--- config.mk ---
export PLATFORM = sky130hd
export DESIGN_NAME = json_string_unescape_utf8
export DESIGN_NICKNAME = d
export VERILOG_FILES = /design/src/rtl/jsu_pkg.sv /design/src/rtl/jsu_decode.sv /design/src/rtl/jsu_emit.sv /design/src/rtl/json_string_unescape_utf8.sv
export VERILOG_INCLUDE_DIRS = /design/src /design/src/rtl
export SDC_FILE = /design/constraint.sdc
export NUM_CORES = 1
export LEC_CHECK = 0
export BUFFER_PORTS_ARGS = -buffer_cell sky130_fd_sc_hd__buf_2
export CAP_MARGIN = 40
export CORE_ASPECT_RATIO = 1.2
export CORE_MARGIN = 2
export CORE_UTILIZATION = 30
export CTS_BUF_LIST = sky130_fd_sc_hd__clkbuf_16
export DETAILED_ROUTE_END_ITERATION = 16
export PLACE_DENSITY = 0.57
export REMOVE_ABC_BUFFERS = 1
export SETUP_SLACK_MARGIN = 0.05
export SLEW_MARGIN = 25
export SYNTH_ARGS = -nofsm -noshare
export SYNTH_HDL_FRONTEND = slang
export SYNTH_SLANG_ARGS = --single-unit
export TNS_END_PERCENT = 30
--- constraint.sdc ---
create_clock -name clk -period 11.3 [get_ports clk]
set_input_delay 0.565 -clock clk [delete_from_list [all_inputs] [get_ports clk]]
set_output_delay 0.565 -clock clk [all_outputs]
set_load 0.05 [all_outputs]
--- src/rtl/json_string_unescape_utf8_assert.svh ---
// assertion macros shared by the json string unescaper rtl
// each macro expects clk and arst_n in scope of the module that uses it
`ifndef JSON_STRING_UNESCAPE_UTF8_ASSERT_SVH
`define JSON_STRING_UNESCAPE_UTF8_ASSERT_SVH

// same-cycle implication, checked outside reset
`define JSU_ASSERT_NOW(label, ante, cons, msg) \
	label: assert property (@(posedge clk) disable iff (!arst_n) (ante) |-> (cons)) \
		else $error(msg);

// next-cycle implication, checked outside reset
`define JSU_ASSERT_NEXT(label, ante, cons, msg) \
	label: assert property (@(posedge clk) disable iff (!arst_n) (ante) |=> (cons)) \
		else $error(msg);

`endif

--- src/rtl/jsu_pkg.sv ---
// types, codes and helper functions for the json string unescaper
// used by jsu_decode, jsu_emit and the top level; depends on nothing
package jsu_pkg;

	typedef enum logic [2:0] {
		MODE_PLAIN   = 3'd0,
		MODE_ESC     = 3'd1,
		MODE_HEX     = 3'd2,
		MODE_LOW_BS  = 3'd3,
		MODE_LOW_U   = 3'd4,
		MODE_LOW_HEX = 3'd5
	} jsu_mode_t;

	typedef enum logic [1:0] {
		KIND_DATA  = 2'd0,
		KIND_CLOSE = 2'd1,
		KIND_ERROR = 2'd2
	} jsu_kind_t;

	typedef enum logic [3:0] {
		ERR_NONE        = 4'd0,
		ERR_CONTROL     = 4'd1,
		ERR_TRUNC_ESC   = 4'd2,
		ERR_BAD_ESC     = 4'd3,
		ERR_TRUNC_HEX   = 4'd4,
		ERR_BAD_HEX     = 4'd5,
		ERR_MISSING_LOW = 4'd6,
		ERR_BAD_LOW     = 4'd7,
		ERR_LONE_LOW    = 4'd8,
		ERR_UNTERM      = 4'd9
	} jsu_err_t;

	typedef enum logic [2:0] {
		ACT_NONE  = 3'd0,
		ACT_BYTE  = 3'd1,
		ACT_CP    = 3'd2,
		ACT_CLOSE = 3'd3,
		ACT_FAIL  = 3'd4
	} jsu_act_t;

	localparam logic [7:0] CH_QUOTE  = 8'h22;
	localparam logic [7:0] CH_BSLASH = 8'h5C;
	localparam logic [7:0] CH_SLASH  = 8'h2F;
	localparam logic [7:0] CH_U      = 8'h75;
	localparam logic [7:0] CH_SPACE  = 8'h20;

	// top six bits of a high / low surrogate (D800..DBFF, DC00..DFFF)
	localparam logic [5:0] HI_SURR_TAG = 6'b110110;
	localparam logic [5:0] LO_SURR_TAG = 6'b110111;
	// 0x10000 expressed in units of 1024
	localparam logic [10:0] SUPP_BASE = 11'd64;

	typedef logic [3:0][7:0] jsu_bytes_t;

	typedef struct packed {
		logic [7:0] in_byte;
		logic       input_ended;
	} jsu_in_t;

	typedef struct packed {
		logic [7:0] out_byte;
		jsu_kind_t  kind;
		jsu_err_t   error_code;
		logic       last;
	} jsu_out_t;

	// all results caused by one input item
	typedef struct packed {
		logic       valid;
		logic [1:0] last_idx;
		jsu_kind_t  kind;
		jsu_err_t   code;
		jsu_bytes_t bytes;
	} jsu_group_t;

	typedef struct packed {
		logic [1:0] last_idx;
		jsu_bytes_t bytes;
	} jsu_utf8_t;

	// {ok, value}
	function automatic logic [4:0] hex_digit(input logic [7:0] c);
		logic [4:0] r;
		r = '0;
		if (c >= 8'h30 && c <= 8'h39) r = {1'b1, 4'(c - 8'h30)};
		else if (c >= 8'h61 && c <= 8'h66) r = {1'b1, 4'(c - 8'h57)};
		else if (c >= 8'h41 && c <= 8'h46) r = {1'b1, 4'(c - 8'h37)};
		return r;
	endfunction

	// {ok, mapped byte} for the single-byte escapes
	function automatic logic [8:0] esc_byte(input logic [7:0] c);
		logic [8:0] r;
		r = '0;
		unique case (c)
			CH_QUOTE, CH_BSLASH, CH_SLASH: r = {1'b1, c};
			8'h62:   r = {1'b1, 8'h08};
			8'h66:   r = {1'b1, 8'h0C};
			8'h6E:   r = {1'b1, 8'h0A};
			8'h72:   r = {1'b1, 8'h0D};
			8'h74:   r = {1'b1, 8'h09};
			default: r = '0;
		endcase
		return r;
	endfunction

	function automatic jsu_utf8_t utf8_encode(input logic [20:0] cp);
		jsu_utf8_t r;
		r = '0;
		if (cp <= 21'h7F) begin
			r.bytes[0] = {1'b0, cp[6:0]};
		end else if (cp <= 21'h7FF) begin
			r.last_idx = 2'd1;
			r.bytes[0] = {3'b110, cp[10:6]};
			r.bytes[1] = {2'b10, cp[5:0]};
		end else if (cp <= 21'hFFFF) begin
			r.last_idx = 2'd2;
			r.bytes[0] = {4'b1110, cp[15:12]};
			r.bytes[1] = {2'b10, cp[11:6]};
			r.bytes[2] = {2'b10, cp[5:0]};
		end else begin
			r.last_idx = 2'd3;
			r.bytes[0] = {5'b11110, cp[20:18]};
			r.bytes[1] = {2'b10, cp[17:12]};
			r.bytes[2] = {2'b10, cp[11:6]};
			r.bytes[3] = {2'b10, cp[5:0]};
		end
		return r;
	endfunction

endpackage

--- src/rtl/jsu_decode.sv ---
// decode stage: parser state registers and the per-byte result group
// depends on jsu_pkg
module jsu_decode import jsu_pkg::*; (
	input  logic       clk,
	input  logic       arst_n,
	input  logic       step,
	input  jsu_in_t    item,
	output jsu_group_t grp
);

	jsu_mode_t   mode_q, mode_d;
	logic [1:0]  cnt_q, cnt_d;
	logic [15:0] acc_q, acc_d;
	logic [9:0]  hi_q, hi_d;

	logic [7:0]  c;
	logic        ended;
	logic [4:0]  hx;
	logic [15:0] v;
	logic        full, is_hi, is_lo;
	logic [8:0]  esc;
	logic [20:0] cp;
	jsu_utf8_t   enc;

	jsu_act_t    act;
	jsu_err_t    err;
	logic [7:0]  sbyte;

	assign c     = item.in_byte;
	assign ended = item.input_ended;
	assign hx    = hex_digit(c);
	assign v     = {acc_q[11:0], hx[3:0]};
	assign full  = (cnt_q == 2'd3);
	assign is_hi = (v[15:10] == HI_SURR_TAG);
	assign is_lo = (v[15:10] == LO_SURR_TAG);
	assign esc   = esc_byte(c);
	assign cp    = (mode_q == MODE_LOW_HEX) ? {({1'b0, hi_q} + SUPP_BASE), v[9:0]}
	                                        : {5'd0, v};
	assign enc   = utf8_encode(cp);

	// next state
	always_comb begin
		mode_d = mode_q;
		cnt_d  = cnt_q;
		acc_d  = acc_q;
		hi_d   = hi_q;
		if (ended) begin
			mode_d = MODE_PLAIN; cnt_d = '0; acc_d = '0; hi_d = '0;
		end else begin
			unique case (mode_q)
				MODE_ESC: begin
					if (esc[8]) begin
						mode_d = MODE_PLAIN;
					end else if (c == CH_U) begin
						mode_d = MODE_HEX; cnt_d = '0; acc_d = '0;
					end else begin
						mode_d = MODE_PLAIN; cnt_d = '0; acc_d = '0; hi_d = '0;
					end
				end
				MODE_HEX, MODE_LOW_HEX: begin
					if (hx[4] && !full) begin
						acc_d = v;
						cnt_d = cnt_q + 2'd1;
					end else if (hx[4] && mode_q == MODE_HEX && is_hi) begin
						hi_d   = v[9:0];
						mode_d = MODE_LOW_BS; cnt_d = '0; acc_d = '0;
					end else begin
						mode_d = MODE_PLAIN; cnt_d = '0; acc_d = '0; hi_d = '0;
					end
				end
				MODE_LOW_BS: begin
					if (c == CH_BSLASH) begin
						mode_d = MODE_LOW_U;
					end else begin
						mode_d = MODE_PLAIN; cnt_d = '0; acc_d = '0; hi_d = '0;
					end
				end
				MODE_LOW_U: begin
					if (c == CH_U) begin
						mode_d = MODE_LOW_HEX; cnt_d = '0; acc_d = '0;
					end else begin
						mode_d = MODE_PLAIN; cnt_d = '0; acc_d = '0; hi_d = '0;
					end
				end
				default: begin
					if (c == CH_QUOTE || c < CH_SPACE) begin
						mode_d = MODE_PLAIN; cnt_d = '0; acc_d = '0; hi_d = '0;
					end else if (c == CH_BSLASH) begin
						mode_d = MODE_ESC;
					end else begin
						mode_d = MODE_PLAIN;
					end
				end
			endcase
		end
	end

	// what this byte produces
	always_comb begin
		act   = ACT_NONE;
		err   = ERR_NONE;
		sbyte = c;
		if (ended) begin
			act = ACT_FAIL;
			unique case (mode_q)
				MODE_ESC:                err = ERR_TRUNC_ESC;
				MODE_HEX:                err = ERR_TRUNC_HEX;
				MODE_LOW_BS, MODE_LOW_U: err = ERR_MISSING_LOW;
				MODE_LOW_HEX:            err = ERR_BAD_LOW;
				default:                 err = ERR_UNTERM;
			endcase
		end else begin
			unique case (mode_q)
				MODE_ESC: begin
					if (esc[8]) begin
						act   = ACT_BYTE;
						sbyte = esc[7:0];
					end else if (c != CH_U) begin
						act = ACT_FAIL;
						err = ERR_BAD_ESC;
					end
				end
				MODE_HEX: begin
					if (!hx[4]) begin
						act = ACT_FAIL;
						err = ERR_BAD_HEX;
					end else if (full && is_lo) begin
						act = ACT_FAIL;
						err = ERR_LONE_LOW;
					end else if (full && !is_hi) begin
						act = ACT_CP;
					end
				end
				MODE_LOW_HEX: begin
					if (!hx[4] || (full && !is_lo)) begin
						act = ACT_FAIL;
						err = ERR_BAD_LOW;
					end else if (full) begin
						act = ACT_CP;
					end
				end
				MODE_LOW_BS: begin
					if (c != CH_BSLASH) begin
						act = ACT_FAIL;
						err = ERR_MISSING_LOW;
					end
				end
				MODE_LOW_U: begin
					if (c != CH_U) begin
						act = ACT_FAIL;
						err = ERR_MISSING_LOW;
					end
				end
				default: begin
					if (c == CH_QUOTE) begin
						act = ACT_CLOSE;
					end else if (c < CH_SPACE) begin
						act = ACT_FAIL;
						err = ERR_CONTROL;
					end else if (c != CH_BSLASH) begin
						act = ACT_BYTE;
					end
				end
			endcase
		end
	end

	always_comb begin
		grp = '0;
		unique case (act)
			ACT_NONE: grp.valid = 1'b0;
			ACT_BYTE: begin
				grp.valid    = 1'b1;
				grp.kind     = KIND_DATA;
				grp.bytes[0] = sbyte;
			end
			ACT_CP: begin
				grp.valid    = 1'b1;
				grp.kind     = KIND_DATA;
				grp.last_idx = enc.last_idx;
				grp.bytes    = enc.bytes;
			end
			ACT_CLOSE: begin
				grp.valid = 1'b1;
				grp.kind  = KIND_CLOSE;
			end
			ACT_FAIL: begin
				grp.valid = 1'b1;
				grp.kind  = KIND_ERROR;
				grp.code  = err;
			end
			default: grp.valid = 1'b0;
		endcase
	end

	always_ff @(posedge clk or negedge arst_n) begin
		if (!arst_n) begin
			mode_q <= MODE_PLAIN;
			cnt_q  <= '0;
			acc_q  <= '0;
			hi_q   <= '0;
		end else if (step) begin
			mode_q <= mode_d;
			cnt_q  <= cnt_d;
			acc_q  <= acc_d;
			hi_q   <= hi_d;
		end
	end

endmodule

--- src/rtl/jsu_emit.sv ---
// result register: holds one result group and sends it one beat at a time
// depends on jsu_pkg and json_string_unescape_utf8_assert.svh
`include "json_string_unescape_utf8_assert.svh"
module jsu_emit import jsu_pkg::*; (
	input  logic       clk,
	input  logic       arst_n,
	input  logic       load,
	input  jsu_group_t grp,
	output logic       free,
	output logic       rsp_valid,
	input  logic       rsp_stall,
	output jsu_out_t   rsp
);

	logic       valid_q;
	logic [1:0] idx_q;
	jsu_group_t grp_q;
	logic       at_last, fire;

	assign at_last   = (idx_q == grp_q.last_idx);
	assign fire      = valid_q && !rsp_stall;
	// the group register can take a new group when it is empty or once its final beat leaves
	assign free      = !valid_q || (fire && at_last);
	assign rsp_valid = valid_q;

	assign rsp.out_byte   = grp_q.bytes[idx_q];
	assign rsp.kind       = grp_q.kind;
	assign rsp.error_code = grp_q.code;
	assign rsp.last       = at_last;

	always_ff @(posedge clk or negedge arst_n) begin
		if (!arst_n) begin
			valid_q <= 1'b0;
			idx_q   <= '0;
		end else if (load) begin
			valid_q <= grp.valid;
			idx_q   <= '0;
		end else if (fire && at_last) begin
			valid_q <= 1'b0;
		end else if (fire) begin
			idx_q <= idx_q + 2'd1;
		end
	end

	always_ff @(posedge clk) begin
		if (load) grp_q <= grp;
	end

	`JSU_ASSERT_NOW(a_load_when_free, load && valid_q, !rsp_stall && at_last, "group overwritten before its last beat left")
	`JSU_ASSERT_NOW(a_single_nondata, rsp_valid && rsp.kind != KIND_DATA, rsp.last && rsp.out_byte == 8'd0, "close or error beat is not a lone zero-byte beat")
	`JSU_ASSERT_NOW(a_code_only_on_error, rsp_valid && rsp.kind != KIND_ERROR, rsp.error_code == ERR_NONE, "error code on a non-error beat")
	`JSU_ASSERT_NEXT(a_multi_step, fire && !at_last && !load, valid_q && idx_q == $past(idx_q) + 2'd1, "multi-byte group did not advance to its next byte")

endmodule

--- src/rtl/json_string_unescape_utf8.sv ---
// json string body unescaper producing utf-8, top level
// depends on jsu_pkg, jsu_decode and jsu_emit
//
// req channel: one raw string-body byte per beat (bytes after the opening
// quote), or a beat with input_ended set when the text runs out.
// rsp channel: one result per beat: a decoded utf-8 byte, a string-closed
// marker, or one error with its code; last marks the final result of an item.
// an item is registered on acceptance, decoded combinationally into a group
// of up to four results, and that group is loaded into the result register
// once that register is free; results are offered from the result register.
// throughput: one item per cycle while rsp_stall is low and each item gives
// at most one result; a \u escape that ends in a 2-, 3- or 4-byte utf-8
// sequence holds the result register until its last byte leaves. rate is set
// by the single result register, which sends one beat a cycle unless stalled.
// after a closing quote, an end of input or an error, the parser starts a new
// string with the next item.
// reset clears the parser state and empties both registers; no clearing pass.
// while rsp_stall is high the offered result holds and req_stall rises once
// the input register holds an item that cannot move on.
module json_string_unescape_utf8 import jsu_pkg::*; (
	input  logic     clk,
	input  logic     arst_n,
	input  logic     req_valid,
	output logic     req_stall,
	input  jsu_in_t  req,
	output logic     rsp_valid,
	input  logic     rsp_stall,
	output jsu_out_t rsp
);

	logic       valid_s1;
	jsu_in_t    item_s1;
	logic       free, step;
	jsu_group_t grp;

	assign step      = valid_s1 && free;
	assign req_stall = valid_s1 && !free;

	always_ff @(posedge clk or negedge arst_n) begin
		if (!arst_n) begin
			valid_s1 <= 1'b0;
		end else if (req_valid && !req_stall) begin
			valid_s1 <= 1'b1;
		end else if (step) begin
			valid_s1 <= 1'b0;
		end
	end

	always_ff @(posedge clk) begin
		if (req_valid && !req_stall) item_s1 <= req;
	end

	jsu_decode u_decode (
		.clk    (clk),
		.arst_n (arst_n),
		.step   (step),
		.item   (item_s1),
		.grp    (grp)
	);

	jsu_emit u_emit (
		.clk       (clk),
		.arst_n    (arst_n),
		.load      (step),
		.grp       (grp),
		.free      (free),
		.rsp_valid (rsp_valid),
		.rsp_stall (rsp_stall),
		.rsp       (rsp)
	);

endmodule

Word-level counts from Yosys, hierarchy flattened
Index checks and enable logic that the tools add are counted.
{ "totals": {"ff_bits": 80, "in_bits": 13, "out_inout_bits": 17, "wordCells": 186} }
{ "classes": {"n_addsub": 6, "magnitude_cmp": 11, "n_eq_ne": 28, "muxes": 81, "bitwise": 1, "n_reduce_logical": 40} }
{ "ops": {"columns": ["operator", "count"], "rows": [
  ["2-to-1 mux 10 bit", 7],
  ["2-to-1 mux 12 bit", 5],
  ["equality test 8 x 7 -> 1 bit, second input constant", 7],
  ["2-to-1 mux 3 bit", 18],
  ["one-hot mux 9 bit (6 select lines)", 1],
  ["2-to-1 mux 8 bit", 6],
  ["one-hot mux 12 bit (4 select lines)", 1],
  ["one-hot mux 10 bit (4 select lines)", 1],
  ["2-to-1 mux 2 bit", 13],
  ["2-to-1 mux 22 bit", 1],
  ["<= comparator 21 x 11 -> 1 bit, second input constant", 1],
  ["<= comparator 21 x 16 -> 1 bit, second input constant", 1],
  ["<= comparator 21 x 7 -> 1 bit, second input constant", 1],
  ["2-to-1 mux 21 bit", 1],
  ["2-to-1 mux 4 bit", 5],
  ["one-hot mux 4 bit (5 select lines)", 1],
  ["binary-select mux 8 bit (select 2 bit)", 1],
  ["equality test 8 x 6 -> 1 bit, second input constant", 2],
  ["greater-or-equal comparator 8 x 7 -> 1 bit, second input constant", 2],
  ["<= comparator 8 x 7 -> 1 bit, second input constant", 2],
  ["2-to-1 mux 16 bit", 1],
  ["!= test 8 x 7 -> 1 bit, second input constant", 2],
  ["one-hot mux 4 bit (4 select lines)", 1],
  ["one-hot mux 8 bit (2 select lines)", 1],
  ["34 further kinds", 85]
]} }

Longest topological paths before layout
{ "depth": {"ltp_word": 14, "ltp_mapped": 9, "mapped_depth_nobuf": 8} }

Hierarchy
From an unflattened synthesis, not the netlist that was laid out.
{ "unflattened": {"cells_unflattened": 467, "hier_area_um2": 4774.6} }
{ "by_module_without_submodules": {"columns": ["mod", "instances", "cells_each", "area_each_um2", "seq_area_each_um2"], "rows": [
  ["jsu_decode", 1, 377, 2808.9, 675.6],
  ["jsu_emit", 1, 75, 1631.6, 1276.2],
  ["json_string_unescape_utf8", 1, 15, 334.1, 295.3]
]} }

Least setup slack after synthesis
Ideal clock, no wire load.
{ "synth_path": {"path_kind": "in2reg", "start": "in rsp_stall", "end": "reg u_decode.acc_q[10]", "setup_time_ns": 0.121, "arrival_time_ns": 3.698, "required_ns": 11.179, "path_slack_ns": 7.481, "cell_stages": 6, "n_path_buf": 1, "path_cell_list": "o31a_2 > nor2b_1 > nand3_1 > a2bb2oi_2 > buf_6 > a22o_2"} }
{ "synth_between": {"elab_chain_cells": 6} }
{ "synth_rtl": {"columns": ["element", "line", "rtl"], "rows": [
  ["start: declaration", "json_string_unescape_utf8.sv:27", "input logic rsp_stall,"],
  ["logical NOT 1 bit", "jsu_emit.sv:21", "assign fire = valid_q && !rsp_stall;"],
  ["logical AND 1 bit", "jsu_emit.sv:21", null],
  ["logical AND 1 bit", "jsu_emit.sv:23", "assign free = !valid_q || (fire && at_last);"],
  ["logical OR 1 bit", "jsu_emit.sv:23", null],
  ["logical AND 1 bit", "json_string_unescape_utf8.sv:36", "assign step = valid_s1 && free;"],
  ["named net step", "json_string_unescape_utf8.sv:33", "logic free, step;"],
  ["AND reduction 4 bit (no line)", null, null],
  ["end signal: assignment", "jsu_decode.sv:200", "acc_q <= '0;"],
  ["end signal: assignment", "jsu_decode.sv:205", "acc_q <= acc_d;"],
  ["end: declaration", "jsu_decode.sv:13", "logic [15:0] acc_q, acc_d;"]
]} }
The timed path passes the listed nets, and every way through them passes these cells.
A chain may end at the register's enable or synchronous reset.

Worst setup path in the final report
{ "layout_path": {"start": "reg u_emit.idx_q[0]", "end": "reg u_decode.mode_q[1]"} }
{ "layout_between": {"elab_chain_cells": 5} }
{ "layout_rtl": {"columns": ["element", "line", "rtl"], "rows": [
  ["start: declaration", "jsu_emit.sv:16", "logic [1:0] idx_q;"],
  ["start signal: assignment", "jsu_emit.sv:41", "idx_q <= idx_q + 2'd1;"],
  ["equality test 2 bit", "jsu_emit.sv:20", "assign at_last = (idx_q == grp_q.last_idx);"],
  ["logical AND 1 bit", "jsu_emit.sv:23", null],
  ["logical OR 1 bit", "jsu_emit.sv:23", null],
  ["logical AND 1 bit", "json_string_unescape_utf8.sv:36", null],
  ["named net step", "json_string_unescape_utf8.sv:33", null],
  ["AND reduction 2 bit (no line)", null, null],
  ["end signal: assignment", "jsu_decode.sv:203", "mode_q <= mode_d;"],
  ["end: declaration", "jsu_decode.sv:11", "jsu_mode_t mode_q, mode_d;"]
]} }
The timed path passes the listed nets, and every way through them passes these cells.

==> results.json <==
{
  "fin_skew_ns": 0.00554,
  "die_w_um": 120,
  "grt_max_degree": 34,
  "synth_area_um2": 4810,
  "setup_tns_ns": 0,
  "detail-route-antenna-nets": 0,
  "finalCritPeriodShare_pct": 27.1,
  "insertion_delay_ns": 0.34,
  "fmax_mhz": 326,
  "cp_cell_sequence": "xor2_1 -> o31a_2 -> nor2b_4 -> buf_4 -> nand2_1 -> o41ai_1",
  "max_stage_delay_ns": 0.72,
  "dr.first_iter.drc_count": 378,
  "pre_cts_ws_ns": 8.13,
  "cts.htree.levels": 3,
  "overflow": 0,
  "root_buffer": "clkbuf_16",
  "area_growth_pct": 10.9,
  "rr_startpoint": "u_emit.idx_q[0]",
  "maxSlewViolCount": 0,
  "synth_flop_cell": "edfxtp_1",
  "dpl.hpwl_um": 9020,
  "totalWireLength_um": 12400,
  "finalPower_mw": 1.38,
  "max-clock-path-buffers": 2,
  "drc": 0,
  "globalRouteTotalUtil_pct": 15.3,
  "core-area_um2": 15600,
  "die_h_um": 143,
  "nets": 501,
  "die_area_um2": 17100,
  "cts_tree": "done",
  "n_fill_cell": 1571,
  "io_pins": 30,
  "synthArstFlopShare_pct": 40.8,
  "io_buffers": 29,
  "power_density_nw_per_um2": 259,
  "drt-pass1-iter-count": 5,
  "syn-instance-count": 472,
  "yosysSeqAreaShare_pct": 44.2,
  "drv_cap": 0,
  "worstMarginPinSlew_ns": 0.731,
  "relSlewSlack_pct": 51.1,
  "arrival_ns": 3.29,
  "grt_pass1_vias": 3689,
  "ys_warn_count": 0,
  "start_util_pct": 30.7,
  "p_leak_nw": 2.04,
  "hold_violations": 0,
  "period_needed_ns": 3.06,
  "crit_start": "u_emit.idx_q[0]",
  "row_count": 50,
  "antenna_found_initial": 0,
  "cts_buffers": 9,
  "outcome": "complete, no violations",
  "required_ns": 11.52,
  "ys_ff_latch": 76,
  "num_vias": 3831,
  "synth_area_per_cell_um2": 10.2,
  "cts_sinks": 76,
  "postCtsSetupRepairBufs": 0,
  "crit_path_start_kind": "flop",
  "via_per_inst": 5.52,
  "ys_types": 87,
  "cts_resized": 0,
  "critical_path_peak_fanout": 33,
  "routabilityCongestion": 0.904,
  "grt_pass1_wl_um": 20500,
  "num_antenna_cells": 0,
  "post-route-worst-setup-slack_ns": 8.24,
  "drive_gt1_share_pct": 20.4,
  "synth-edff-count": 45,
  "slowest_stage": "dfrtp_1",
  "stdcell_area_um2": 5330,
  "critPathKind": "reg2reg",
  "endpoint_kind": "flop",
  "drt-wirelength-per-cell_um": 17.9,
  "utilization_pct": 34.1,
  "cts_hold_buf": 0,
  "hold_path_class": "in2async",
  "peakVddDrop_mv": 0.0847,
  "rsz0062_at_grt": "false",
  "clk_pin_slew_worst_paths_ns": 0.06,
  "placed_area_um2": 4990,
  "setup_viol": 0
}
cell families after synthesis:
kind of cell               after synthesis  synth area share, %
DFF                                     76                 44.2
buffers and inverters                   61                 7.55
adders and majority gates                7                 1.82
and+or+nand+nor                        186                 20.4
AOI/OAI and AO/OA                      124                 20.4
xor gates and xnor gates                 5                0.911
muxes                                   13                 4.66
worst max-delay path: cells and delay by family (launching register included):
| kind | cells | cell delay (ns) |
|---|---|---|
| and+or+nand+nor | 2 | 0.81 |
| AOI/OAI and AO/OA | 2 | 0.82 |
| xor gates and xnor gates | 1 | 0.16 |
| buffers and inverters | 1 | 0.44 |
| DFF | 1 | 0.72 |
placed cells by master, fill, tap and decap left out, types with 9 or more instances in the layout:
cell / Yosys / final
nand2_1: 55 / 55
nor2_1: 42 / 42
o311ai_0: 10 / 10
buf_2: 7 / 29
clkbuf_16: 0 / 9
nor3_1: 14 / 14
a22o_2: 11 / 11
o21ai_0: 13 / 13
a21oi_1: 24 / 24
inv_1: 24 / 24
dfrtp_1: 31 / 31
nand3_1: 11 / 11
edfxtp_1: 45 / 45
through the flow:
stage / hold WS, ns / std cells
finish: 0.0722 / 694
global route: 0.0744 / 694
CTS: 0.345 / 693
detailed placement: 0.520 / 677
global placement: 0.493 / 675
floorplan: 0.269 / 435
state kept, by name (all words and copies together), names as in the netlist:
| signal | count |
|---|---|
| u_emit.grp_q | 30 |
| u_decode.hi_q | 10 |
| u_emit.rsp_valid | 1 |
| u_emit.rsp | 6 |
| item_s1 | 9 |
| u_emit.idx_q | 2 |
| valid_s1 | 1 |
| u_decode.acc_q | 12 |
| u_decode.cnt_q | 2 |
| u_decode.mode_q | 3 |
final timing paths:
check | end | slack, ns | cells after the start
max in group asynchronous | u_emit.rsp_valid | 10.82 | 2
hold / removal | u_decode.acc_q[2] | 0.07 | 1
setup / recovery | u_decode.mode_q[1] | 8.24 | 6
hold reg to reg | u_decode.hi_q[5] | 0.53 | 2
min in group clk | item_s1[4] | 0.40 | 1
setup reg to reg | u_decode.mode_q[1] | 8.24 | 6
layout make-up:
type,instances,area (um^2),area share (%)
Multi-Input combinational cell,335,2330,43.6
Sequential cell,76,2130,39.9
Tap cell,208,260,4.88
Clock buffer,9,225,4.23
Timing Repair Buffer,35,210,3.94
Clock inverter,7,91.3,1.71
Inverter,24,90.1,1.69
power by group:
| group | total, mW | switching (mW) | internal (mW) |
|---|---|---|---|
| clock network | 0.308 | 0.116 | 0.192 |
| logic | 0.561 | 0.380 | 0.181 |
| registers | 0.511 | 0.0917 | 0.420 |
synth_stat cells, drive strengths merged, types with 10 or more instances:
library cell | number | share of area (%)
a22o | 12 | 2.5
o311ai | 10 | 1.8
nor2 | 42 | 3.3
inv | 24 | 1.9
dfrtp | 31 | 16
o21ai | 13 | 1.4
nand3 | 11 | 1.1
nand2 | 55 | 4.3
edfxtp | 45 | 28
clkbuf | 15 | 2.3
a21oi | 25 | 2.8
nor3 | 16 | 2.0
buf | 20 | 3.0
layer usage:
metal  up-vias  GRT usage (%)  wire [um]  part of all wire, %
li1       1793              -          -                    -
met1      1892           20.9       5570                   45
met2       134           25.0       5950                   48
met3        12           2.28        730                  5.9
met4         0           5.14        155                  1.2
met5         -              0          0                    0
No activity file was read; power rests on OpenSTA's default activity.
